File: src/hw/rtl/cslp_pkg.sv
// Package for the CPU stat line parser: widths, character codes, status codes,
// the snapshot type passed from the parser core to the finish stage and the shared field-close function.
// No dependencies.
package cslp_pkg;

    // Counter width; the counter limit is 2^COUNTER_BITS - 1 (legal range 16..63)
    localparam int COUNTER_BITS = 63;
    localparam int OUT_W        = 63;
    // Width of a field times ten plus a digit before the limit check
    localparam int PROD_W       = COUNTER_BITS + 4;

    typedef logic [COUNTER_BITS-1:0] cnt_t;

    // Result status codes
    typedef enum logic [1:0] {
        ST_OK       = 2'd0,
        ST_FORMAT   = 2'd1,
        ST_OVERFLOW = 2'd2
    } status_t;

    // Line prefix "cpu "
    localparam logic [2:0] PREFIX_LEN = 3'd4;
    localparam logic [7:0] LEAD_TEXT [4] = '{8'h63, 8'h70, 8'h75, 8'h20};

    localparam logic [7:0] CHAR_SPACE = 8'h20;
    localparam logic [7:0] CHAR_TAB   = 8'h09;
    localparam logic [7:0] CHAR_ZERO  = 8'h30;
    localparam logic [7:0] CHAR_NINE  = 8'h39;

    // Field numbering: fields 3 and 4 are idle and iowait
    localparam logic [2:0] FC_IDLE   = 3'd3;
    localparam logic [2:0] FC_IOWAIT = 3'd4;
    localparam logic [2:0] FC_MAX    = 3'd5;
    localparam logic [2:0] FC_NEEDED = 3'd4;

    // Parser state after the last byte, handed to the finish stage
    typedef struct packed {
        logic       stopped;
        status_t    err;
        logic       in_number;
        cnt_t       number;
        cnt_t       total;
        cnt_t       idle;
        logic [2:0] field_count;
        logic       prefix_done;
    } snap_t;

    typedef struct packed {
        logic       ovf;
        cnt_t       total;
        cnt_t       idle;
        logic [2:0] field_count;
    } close_t;

    // Close a finished field: add into total (and idle for fields 3 and 4).
    // The limit is all ones, so overflow is the carry out of the add.
    function automatic close_t close_field(cnt_t total, cnt_t idle, cnt_t number,
                                           logic [2:0] field_count);
        logic [COUNTER_BITS:0] sum;
        close_t                r;
        sum           = {1'b0, total} + {1'b0, number};
        r.ovf         = sum[COUNTER_BITS];
        r.total       = sum[COUNTER_BITS-1:0];
        r.idle        = (field_count == FC_IDLE || field_count == FC_IOWAIT)
                        ? idle + number : idle;
        r.field_count = (field_count < FC_MAX) ? field_count + 3'd1 : field_count;
        return r;
    endfunction

endpackage

File: src/hw/rtl/cslp_byte_if.sv
// Byte channel of the CPU stat line parser: valid/ready plus one byte and a last marker.
// Depends on nothing.
interface cslp_byte_if;
    logic       valid;
    logic       ready;
    logic [7:0] data_byte;
    logic       last;

    modport source (output valid, output data_byte, output last, input ready);
    modport sink   (input valid, input data_byte, input last, output ready);
endinterface

File: src/hw/rtl/cslp_stat_if.sv
// Result channel of the CPU stat line parser: valid/ready plus status and jiffy counts.
// Depends on nothing.
interface cslp_stat_if;
    logic        valid;
    logic        ready;
    logic [1:0]  status;
    logic [62:0] idle_jiffies;
    logic [62:0] total_jiffies;

    modport source (output valid, output status, output idle_jiffies,
                    output total_jiffies, input ready);
    modport sink   (input valid, input status, input idle_jiffies,
                    input total_jiffies, output ready);
endinterface

File: src/hw/rtl/cslp_core.sv
// Parser core: input register, per-byte prefix/field parsing and the running state.
// Depends on cslp_pkg and cslp_byte_if.
module cslp_core (
    input  logic            clk,
    input  logic            rst_n,
    cslp_byte_if.sink       bytes,
    output logic            snap_valid,
    output cslp_pkg::snap_t snap,
    input  logic            snap_ready
);
    import cslp_pkg::*;

    // Input register
    logic       s1_valid_reg;
    logic [7:0] s1_byte_reg;
    logic       s1_last_reg;
    logic       s1_go;

    // Parser state
    logic [2:0] prefix_reg;
    logic       stopped_reg;
    status_t    err_reg;
    logic       in_number_reg;
    cnt_t       number_reg;
    cnt_t       total_reg;
    cnt_t       idle_reg;
    logic [2:0] fc_reg;

    // Next state for the byte held in the input register
    logic [2:0]  prefix_next;
    logic        stopped_next;
    status_t     err_next;
    logic        in_number_next;
    cnt_t        number_next;
    cnt_t        total_next;
    cnt_t        idle_next;
    logic [2:0]  fc_next;

    logic        digit_hit;
    logic [3:0]  digit;
    cnt_t        number_base;
    logic [PROD_W-1:0] prod;
    close_t      cl;

    // A last byte needs room in the finish stage; other bytes always go
    assign s1_go       = s1_valid_reg && (!s1_last_reg || snap_ready);
    assign bytes.ready = !s1_valid_reg || s1_go;
    assign snap_valid  = s1_valid_reg && s1_last_reg;

    always_ff @(posedge clk or negedge rst_n)
    begin
        if (!rst_n)
        begin
            s1_valid_reg <= 1'b0;
        end
        else if (bytes.ready)
        begin
            s1_valid_reg <= bytes.valid;
        end
    end

    always_ff @(posedge clk)
    begin
        if (bytes.valid && bytes.ready)
        begin
            s1_byte_reg <= bytes.data_byte;
            s1_last_reg <= bytes.last;
        end
    end

    // Digit step: number * 10 + digit, overflow when any bit above the counter is set
    assign digit_hit   = (s1_byte_reg >= CHAR_ZERO) && (s1_byte_reg <= CHAR_NINE);
    assign digit       = s1_byte_reg[3:0];
    assign number_base = in_number_reg ? number_reg : '0;
    assign prod        = (PROD_W'(number_base) << 3) + (PROD_W'(number_base) << 1)
                         + PROD_W'(digit);
    assign cl          = close_field(total_reg, idle_reg, number_reg, fc_reg);

    // Per-byte parse
    always_comb
    begin
        prefix_next    = prefix_reg;
        stopped_next   = stopped_reg;
        err_next       = err_reg;
        in_number_next = in_number_reg;
        number_next    = number_reg;
        total_next     = total_reg;
        idle_next      = idle_reg;
        fc_next        = fc_reg;
        if (!stopped_reg)
        begin
            if (prefix_reg != PREFIX_LEN)
            begin
                if (s1_byte_reg == LEAD_TEXT[prefix_reg[1:0]])
                begin
                    prefix_next = prefix_reg + 3'd1;
                end
                else
                begin
                    err_next     = ST_FORMAT;
                    stopped_next = 1'b1;
                end
            end
            else if (digit_hit)
            begin
                in_number_next = 1'b1;
                if (prod[PROD_W-1:COUNTER_BITS] != '0)
                begin
                    number_next  = number_base;
                    err_next     = ST_OVERFLOW;
                    stopped_next = 1'b1;
                end
                else
                begin
                    number_next = prod[COUNTER_BITS-1:0];
                end
            end
            else
            begin
                // Separator or terminator closes an open field first
                if (in_number_reg)
                begin
                    in_number_next = 1'b0;
                    number_next    = '0;
                    if (cl.ovf)
                    begin
                        err_next     = ST_OVERFLOW;
                        stopped_next = 1'b1;
                    end
                    else
                    begin
                        total_next = cl.total;
                        idle_next  = cl.idle;
                        fc_next    = cl.field_count;
                    end
                end
                if (s1_byte_reg != CHAR_SPACE && s1_byte_reg != CHAR_TAB)
                begin
                    stopped_next = 1'b1;
                end
            end
        end
    end

    always_comb
    begin
        snap.stopped     = stopped_next;
        snap.err         = err_next;
        snap.in_number   = in_number_next;
        snap.number      = number_next;
        snap.total       = total_next;
        snap.idle        = idle_next;
        snap.field_count = fc_next;
        snap.prefix_done = (prefix_next == PREFIX_LEN);
    end

    // State update; a last byte returns the parser to its reset state
    always_ff @(posedge clk or negedge rst_n)
    begin
        if (!rst_n)
        begin
            prefix_reg    <= '0;
            stopped_reg   <= 1'b0;
            err_reg       <= ST_OK;
            in_number_reg <= 1'b0;
            number_reg    <= '0;
            total_reg     <= '0;
            idle_reg      <= '0;
            fc_reg        <= '0;
        end
        else if (s1_go)
        begin
            if (s1_last_reg)
            begin
                prefix_reg    <= '0;
                stopped_reg   <= 1'b0;
                err_reg       <= ST_OK;
                in_number_reg <= 1'b0;
                number_reg    <= '0;
                total_reg     <= '0;
                idle_reg      <= '0;
                fc_reg        <= '0;
            end
            else
            begin
                prefix_reg    <= prefix_next;
                stopped_reg   <= stopped_next;
                err_reg       <= err_next;
                in_number_reg <= in_number_next;
                number_reg    <= number_next;
                total_reg     <= total_next;
                idle_reg      <= idle_next;
                fc_reg        <= fc_next;
            end
        end
    end

    // An error always stops parsing
    assert property (@(posedge clk) disable iff (!rst_n)
        !stopped_reg |-> err_reg == ST_OK)
        else $error("cslp_core: error set while still parsing");

    // A consumed last byte leaves the parser in its reset state
    assert property (@(posedge clk) disable iff (!rst_n)
        s1_go && s1_last_reg |=> prefix_reg == '0 && !stopped_reg && fc_reg == '0
                                 && total_reg == '0)
        else $error("cslp_core: state not cleared after last byte");

    // Field count saturates and idle never exceeds total
    assert property (@(posedge clk) disable iff (!rst_n)
        fc_reg <= FC_MAX && idle_reg <= total_reg)
        else $error("cslp_core: field count or idle sum out of range");

endmodule

File: src/hw/rtl/cslp_finish.sv
// Finish stage: snapshot register, closing of a field open at the last byte,
// final format check and the result register. Depends on cslp_pkg and cslp_stat_if.
module cslp_finish (
    input  logic            clk,
    input  logic            rst_n,
    input  logic            snap_valid,
    input  cslp_pkg::snap_t snap,
    output logic            snap_ready,
    cslp_stat_if.source     result
);
    import cslp_pkg::*;

    logic    fin_valid_reg;
    snap_t   fin_reg;
    logic    fin_go;

    logic    out_valid_reg;
    status_t status_reg;
    cnt_t    idle_out_reg;
    cnt_t    total_out_reg;

    close_t     cl;
    status_t    err_fin;
    cnt_t       total_fin;
    cnt_t       idle_fin;
    logic [2:0] fc_fin;

    assign fin_go     = fin_valid_reg && (!out_valid_reg || result.ready);
    assign snap_ready = !fin_valid_reg || fin_go;

    // Snapshot register
    always_ff @(posedge clk or negedge rst_n)
    begin
        if (!rst_n)
        begin
            fin_valid_reg <= 1'b0;
        end
        else if (snap_ready)
        begin
            fin_valid_reg <= snap_valid;
        end
    end

    always_ff @(posedge clk)
    begin
        if (snap_ready && snap_valid)
        begin
            fin_reg <= snap;
        end
    end

    // Close a field still open at the last byte, then check prefix and field count
    assign cl = close_field(fin_reg.total, fin_reg.idle, fin_reg.number,
                            fin_reg.field_count);

    always_comb
    begin
        err_fin   = fin_reg.err;
        total_fin = fin_reg.total;
        idle_fin  = fin_reg.idle;
        fc_fin    = fin_reg.field_count;
        if (!fin_reg.stopped && fin_reg.in_number)
        begin
            if (cl.ovf)
            begin
                err_fin = ST_OVERFLOW;
            end
            else
            begin
                total_fin = cl.total;
                idle_fin  = cl.idle;
                fc_fin    = cl.field_count;
            end
        end
        if (err_fin == ST_OK && (!fin_reg.prefix_done || fc_fin < FC_NEEDED))
        begin
            err_fin = ST_FORMAT;
        end
    end

    // Result register
    always_ff @(posedge clk or negedge rst_n)
    begin
        if (!rst_n)
        begin
            out_valid_reg <= 1'b0;
        end
        else if (fin_go)
        begin
            out_valid_reg <= 1'b1;
        end
        else if (result.ready)
        begin
            out_valid_reg <= 1'b0;
        end
    end

    always_ff @(posedge clk)
    begin
        if (fin_go)
        begin
            status_reg    <= err_fin;
            idle_out_reg  <= (err_fin == ST_OK) ? idle_fin : '0;
            total_out_reg <= (err_fin == ST_OK) ? total_fin : '0;
        end
    end

    assign result.valid         = out_valid_reg;
    assign result.status        = status_reg;
    assign result.idle_jiffies  = OUT_W'(idle_out_reg);
    assign result.total_jiffies = OUT_W'(total_out_reg);

    // Failed parses report zero counts
    assert property (@(posedge clk) disable iff (!rst_n)
        out_valid_reg && status_reg != ST_OK |-> idle_out_reg == '0 && total_out_reg == '0)
        else $error("cslp_finish: nonzero counts on error");

    // A waiting snapshot is not dropped
    assert property (@(posedge clk) disable iff (!rst_n)
        fin_valid_reg && !fin_go |=> fin_valid_reg)
        else $error("cslp_finish: snapshot lost while stalled");

    // Successful results keep idle within total
    assert property (@(posedge clk) disable iff (!rst_n)
        out_valid_reg && status_reg == ST_OK |-> idle_out_reg <= total_out_reg)
        else $error("cslp_finish: idle exceeds total");

endmodule

File: src/hw/rtl/cpu_stat_line_parser_unit.sv
// CPU stat line parser, top level.
// Depends on cslp_pkg, cslp_byte_if, cslp_stat_if, cslp_core and cslp_finish.
//
// Usage:
//   bytes  : one text byte per transaction, last marks the end of the buffer.
//   result : one transaction per buffer, sent after its last byte, carrying
//            status (0 ok, 1 format, 2 overflow), idle and total jiffies.
// Throughput: one byte per cycle while the byte channel is not stalled. Each byte
//   is parsed by one multiply-by-ten add and compare between the input register
//   and the parser state, so unstalled bytes follow each other on consecutive cycles.
// Result path: after the last byte is accepted, it passes the input register,
//   snapshot register and result register before the result is valid.
// Stall: bytes keep flowing while a result waits; only a last byte needs a
//   free snapshot register, so the byte channel stalls when two more
//   buffers have ended behind a result that is not taken.
// Reset: asynchronous, active low; clears the parser state and all valid
//   flags. After each last byte the parser returns to the same state.
module cpu_stat_line_parser_unit (
    input  logic        clk,
    input  logic        rst_n,
    cslp_byte_if.sink   bytes,
    cslp_stat_if.source result
);
    import cslp_pkg::*;

    logic  snap_valid;
    logic  snap_ready;
    snap_t snap;

    cslp_core u_core (
        .clk        (clk),
        .rst_n      (rst_n),
        .bytes      (bytes),
        .snap_valid (snap_valid),
        .snap       (snap),
        .snap_ready (snap_ready)
    );

    cslp_finish u_finish (
        .clk        (clk),
        .rst_n      (rst_n),
        .snap_valid (snap_valid),
        .snap       (snap),
        .snap_ready (snap_ready),
        .result     (result)
    );

endmodule
File: src/flat_wrapper.sv
// flat-port wrapper written by rule: the top's interface ports become plain ports
module cpu_stat_line_parser_unit_flat import cslp_pkg::*;
  (clk, rst_n, bytes_valid, bytes_data_byte, bytes_last, bytes_ready, result_valid, result_status, result_idle_jiffies, result_total_jiffies, result_ready);
  cslp_byte_if bytes_i ();
  cslp_stat_if result_i ();
  input  logic clk;
  input  logic rst_n;
  input wire logic [$bits(bytes_i.valid)-1:0] bytes_valid;
  input wire logic [$bits(bytes_i.data_byte)-1:0] bytes_data_byte;
  input wire logic [$bits(bytes_i.last)-1:0] bytes_last;
  output wire logic [$bits(bytes_i.ready)-1:0] bytes_ready;
  output wire logic [$bits(result_i.valid)-1:0] result_valid;
  output wire logic [$bits(result_i.status)-1:0] result_status;
  output wire logic [$bits(result_i.idle_jiffies)-1:0] result_idle_jiffies;
  output wire logic [$bits(result_i.total_jiffies)-1:0] result_total_jiffies;
  input wire logic [$bits(result_i.ready)-1:0] result_ready;
  assign bytes_i.valid = bytes_valid;
  assign bytes_i.data_byte = bytes_data_byte;
  assign bytes_i.last = bytes_last;
  assign bytes_ready = bytes_i.ready;
  assign result_valid = result_i.valid;
  assign result_status = result_i.status;
  assign result_idle_jiffies = result_i.idle_jiffies;
  assign result_total_jiffies = result_i.total_jiffies;
  assign result_i.ready = result_ready;
  cpu_stat_line_parser_unit u_core (.clk(clk), .rst_n(rst_n), .bytes(bytes_i), .result(result_i));
endmodule
File: config.mk
export PLATFORM = sky130hd
export DESIGN_NAME = cpu_stat_line_parser_unit_flat
export DESIGN_NICKNAME = d
export VERILOG_FILES = /design/src/hw/rtl/cslp_pkg.sv /design/src/hw/rtl/cslp_byte_if.sv /design/src/hw/rtl/cslp_stat_if.sv /design/src/hw/rtl/cslp_core.sv /design/src/hw/rtl/cslp_finish.sv /design/src/hw/rtl/cpu_stat_line_parser_unit.sv /design/src/flat_wrapper.sv
export SDC_FILE = /design/constraint.sdc
export NUM_CORES = 2
export LEC_CHECK = 0
export CAP_MARGIN = 40
export CORE_ASPECT_RATIO = 1.25
export CORE_MARGIN = 5
export CORE_UTILIZATION = 40
export CTS_CLUSTER_SIZE = 16
export DETAILED_ROUTE_END_ITERATION = 8
export DONT_BUFFER_PORTS = 1
export SYNTH_ARGS = -nofsm -noshare
export SYNTH_HDL_FRONTEND = slang
export SYNTH_SLANG_ARGS = --single-unit
File: constraint.sdc
create_clock -name clk -period 14.2 [get_ports clk]
set_input_delay 0.71 -clock clk [delete_from_list [all_inputs] [get_ports clk]]
set_output_delay 0.71 -clock clk [all_outputs]
set_load 0.005 [all_outputs]
# Yosys cells after proc, flatten, opt, wreduce, memory -nomap -nowiden
# Cells that the tools add are included.
[word_totals]
regBits = 536
inputBits = 13
output_inout_bits = 130
wordCells = 143
[classes]
add_sub_neg = 9
order_cmp = 6
n_eq_ne = 9
muxes = 68
bitwise = 1
reduce_logical = 26
[op_table]
columns = ["operator", "n"]
rows = [
  ["63-bit two-way mux", 25],
  ["63-bit by 63-bit adder with 64-bit output", 2],
  ["63-bit adder", 2],
  ["66-bit by 64-bit adder with 67-bit output", 1],
  ["67-bit by 4-bit adder with 67-bit output", 1],
  ["3-bit two-way mux", 14],
  ["2-bit two-way mux", 11],
  ["8-bit binary-select mux with 2-bit select", 1],
  ["8-bit two-way mux", 2],
  ["1-bit two-way mux", 15],
  ["3-bit by 1-bit adder with 3-bit output (second input constant)", 3],
  ["3-bit equality test (second input constant)", 3],
  ["1-bit logical AND", 9],
  ["3-bit less-than comparator (second input constant)", 3],
  ["8-bit equality test", 1],
  ["8-bit by 6-bit >= comparator with 1-bit output (second input constant)", 1],
  ["8-bit by 6-bit less-or-equal comparator with 1-bit output (second input constant)", 1],
  ["8-bit by 4-bit != test with 1-bit output (second input constant)", 1],
  ["8-bit by 6-bit != test with 1-bit output (second input constant)", 1],
  ["1-bit logical OR", 7],
  ["3-bit by 2-bit equality test with 1-bit output (second input constant)", 2],
  ["1-bit zero test", 6],
  ["2-bit zero test", 2],
  ["4-bit nonzero test", 1],
  ["other kinds (4)", 4],
]

# Depth between registers and ports, before layout
[logic_depth]
word_depth = 9
ltp_mapped = 21
ltp_nobuf = 17

# Cells and area by module
# A second synthesis with hierarchy kept.
[hier_totals]
hier_cells = 4618
hier_area_um2 = 41446.0
[modules_own_cells]
columns = ["mod", "instances", "cells_each", "area_each_um2", "seq_area_each_um2"]
rows = [
  ["cslp_core", 1, 2809, 22590.4, 5275.1],
  ["cslp_finish", 1, 1809, 18855.6, 9809.4],
]

# Least setup slack after synthesis
# OpenSTA, ideal clock, no wires.
[synth_path]
kind = "input-to-reg"
startpoint = "input result_ready"
endpoint = "register u_core.u_finish.fin_reg[0] in the netlist's numbering (enable)"
setup_ns = 0.758
arrival_ns = 9.875
required_ns = 13.442
setup_slack_ns = 3.567
cell_stages = 8
n_path_buf = 2
path_cell_list = "nand2b_1 nor2_1 nand2_1 nand2_1 nor2_1 clkbuf_1 buf_1 nor2_1"
[synth_between]
elab_chain_len = 4
[synth_rtl]
columns = ["element", "line", "rtl"]
rows = [
  ["from (decl)", "flat_wrapper.sv:16", "input wire logic [$bits(result_i.ready)-1:0] result_ready;"],
  ["1-bit logical OR", "cslp_finish.sv:28", "assign fin_go = fin_valid_reg && (!out_valid_reg || result.ready);"],
  ["1-bit logical AND", "cslp_finish.sv:28", ""],
  ["1-bit logical OR", "cslp_finish.sv:29", "assign snap_ready = !fin_valid_reg || fin_go;"],
  ["1-bit logical AND", "cslp_finish.sv:46", "if (snap_ready && snap_valid)"],
  ["to (signal assigned)", "cslp_finish.sv:48", "fin_reg <= snap;"],
  ["to (decl)", "cslp_finish.sv:14", "snap_t fin_reg;"],
]
# No other way between the ends.
# A chain may end at the register's enable or synchronous reset.

==> results_dict.tcl <==
set metrics [dict create \
    final-instance-count-excl-fill 5648 \
    worst-endpoint-required_ns 14.57 \
    worst_pin_slew_ns 1.09 \
    holdPathStages 0 \
    fin_crit_sh_pct 44.5 \
    synth_edf_count 334 \
    pre_cts_ws_ns 7.88 \
    synth_compound_area_share_pct 24.8 \
    synthToLayoutAreaGrowth_pct 7.76 \
    power_density_nw_per_um2 84.7 \
    syn_nets 4784 \
    place_hpwl_mm 101 \
    drive_gt1_share_pct 7.23 \
    cts.sinks 536 \
    cts.clk_slew.worst_paths_ns 0.07 \
    fin_ws_ns 7.88 \
    num-nets-final 4667 \
    ant_nets 0 \
    synth_top_family_by_area "compound AO/OA/AOI/OAI gates" \
    slew_headroom_pct 27.4 \
    routed_wl_mm 130 \
    worstSetupStartpointType "flop" \
    dieArea_um2 109000 \
    cp-end-kind "flop" \
    syn_avg_cell_area_um2 9.35 \
    yosys_most_used_dff "edfxtp_1" \
    cts.path.max_buffers 3 \
    synthCells 4385 \
    synth-seq-area-share_pct 36.8 \
    tns_ns 0 \
    fin_util_pct 43.3 \
    grt_antenna_before_repair 5 \
    grt-ovfl-total 0 \
    drtIter0Drc 3169 \
    rsz0062_at_grt "no" \
    post_drt_wl_per_cell_um 23.0 \
    gp_congestion 0.938 \
    maxSlewViolCount 0 \
    yosys_warnings 0 \
    leakage_nw 19.8 \
    insertion_delay_ns 0.65 \
    via_count 33800 \
    synthMuxAreaShare_pct 3.71 \
    post_cts_buffers 0 \
    num_rows 131 \
    grt_use_total_pct 23.0 \
    dp.cells 5539 \
    r2r_cells 16 \
    synthAdderAreaFrac_pct 11.9 \
    grt_max_degree 203 \
    setup_viol 0 \
    synth_area_um2 41000 \
    hold_buffers 1 \
    hold_class "in2reg" \
    finalWorstPathRequiredPeriod_ns 6.32 \
    start_util_pct 40.2 \
    yosys.area_share.simple_pct 13.6 \
    max_freq_mhz 158 \
    portBuffers 0 \
    numCtsBuffers 56 \
    cts_tree "built" \
    hold_viol 0 \
    synth_xor_area_share_pct 6.11 \
    grt_first_pass_wirelength_mm 197 \
    htreeDepth 2 \
    synth.distinct_cells 96 \
    cp_data_arrival_time_ns 6.69 \
    worst_clock_skew_ns 0.0416 \
    path_class "reg2reg" \
    ctsResizeCount 0 \
    power.total_mw 3.74 \
    root_buffer "clkbuf_16" \
    avgViaCountPerCell 5.98 \
    ios 143 \
    cp_max_fo 41 \
    die_h_um 368 \
    core_um2 102000 \
    synth_seq_cells 536 \
    largest_reg_flops 197 \
    die_x_um 296 \
    ys_async_sr_fraction_pct 37.7 \
    status "finished clean" \
    maxCapViolations 0 \
    first_global_vias 32600 \
    drcViolationCount 0 \
    firstDrtPassIters 5 \
    ir_drop_mv 0.0743 \
]
metal layers:
layer | track usage [%] | up-vias | share of wire [%]
met3 | 3.82 | 188 | 6.7
li1 | - | 16200 | -
met2 | 36.8 | 1070 | 45
met5 | 0 | - | 0.017
met4 | 7.32 | 4 | 3.6
met1 | 32.0 | 16300 | 45
synth_stat cells, types with 17 or more instances:
cell / count / area [um2]
edfxtp_1: 334 / 10000
a21o_1: 208 / 1560
nand4_1: 70 / 438
o31ai_1: 24 / 180
nand3_1: 72 / 360
o21ai_1: 57 / 285
or2_2: 17 / 106
nor3_1: 51 / 255
clkbuf_1: 166 / 623
and2_1: 87 / 544
ha_1: 381 / 4770
o211ai_1: 20 / 150
or3_1: 21 / 131
nor2b_1: 33 / 206
nor2_1: 318 / 1190
buf_2: 21 / 105
dfrtp_1: 202 / 5050
and3_1: 32 / 200
xor2_1: 99 / 867
o21a_1: 38 / 285
mux2i_1: 27 / 270
a211oi_1: 35 / 263
a22o_1: 177 / 1550
mux2_2: 111 / 1250
a31oi_1: 53 / 332
o21bai_1: 56 / 420
nand2b_1: 31 / 194
o21ai_0: 228 / 1140
xnor2_1: 187 / 1640
inv_1: 93 / 349
nand2_1: 378 / 1420
a21oi_1: 494 / 2470
logic make-up (layout without fill, tap and decap cells):
kind of cell / count (synthesis) / after routing
xor+xnor: 286 / 286
flops: 536 / 536
other cells: 0 / 2
fa+ha+maj: 386 / 386
compound gates: 1554 / 1554
buf+inv: 313 / 244
simple gates: 1172 / 1172
mux: 138 / 138
placed cells by master, fill, tap and decap left out, types with 86 or more instances in the layout:
master    Yosys  routed
xor2_1       99      99
mux2_2      111     111
a21o_1      208     208
nor2_1      318     316
a22o_1      177     177
dfrtp_1     202     201
a21oi_1     494     494
edfxtp_1    334     334
inv_1        93      93
o21ai_0     228     225
ha_1        381     381
nand2_1     378     376
and2_1       87      86
xnor2_1     187     187
worst max-delay path, cell delays in order, from the launching register on:
cell      delay (ns)
dfrtp_2         0.63
and2_1          0.24
ha_1            0.24
ha_1            0.23
fa_1            0.49
a211oi_1        0.35
o21ai_1         0.18
a21oi_2         0.30
nand3_1         0.10
o21ai_1         0.23
o31ai_1         0.28
a41oi_1         0.62
o31ai_1         0.25
nor4_4          0.16
buf_4           0.54
nand2_1         0.52
o21ai_0         0.65
report_power, final:
part / internal [mW] / switching (mW)
Clock: 0.904 / 0.679
Sequential: 1.72 / 0.0572
Combinational: 0.128 / 0.254
Total: 2.75 / 0.990
final timing paths:
kind	slack, ns	endpoint	startpoint
setup / recovery	7.88	u_core.u_finish.fin_reg[142]	u_core.u_core.in_number_reg
setup reg to reg	7.88	u_core.u_finish.fin_reg[142]	u_core.u_core.in_number_reg
hold / removal	0.18	u_core.u_core.s1_byte_reg[5]	bytes_data_byte[5]
max in group asynchronous	13.18	u_core.u_core.in_number_reg	rst_n
hold reg to reg	0.47	u_core.u_finish.result.valid	u_core.u_finish.fin_valid_reg
min in group asynchronous	0.20	u_core.u_core.total_reg[9]	rst_n
metrics by stage:
step	instance area, um2	hold slack [ns]
2_1_floorplan	41000	0.414
3_3_place_gp	42100	0.427
3_5_place_dp	42200	0.427
4_1_cts	44200	0.143
5_1_grt	44200	0.152
6_report	44200	0.185
layout make-up:
class | instances | area, um2
sequential | 536 | 15100
antenna | 2 | 5.00
multi-input combinational | 3536 | 24700
tap | 1330 | 1660
clock inverter | 32 | 400
inverter | 93 | 349
fill | 9874 | 57800
clock buffer | 74 | 1550
timing repair buffer | 45 | 423
Power figures use the tool's default switching activity.
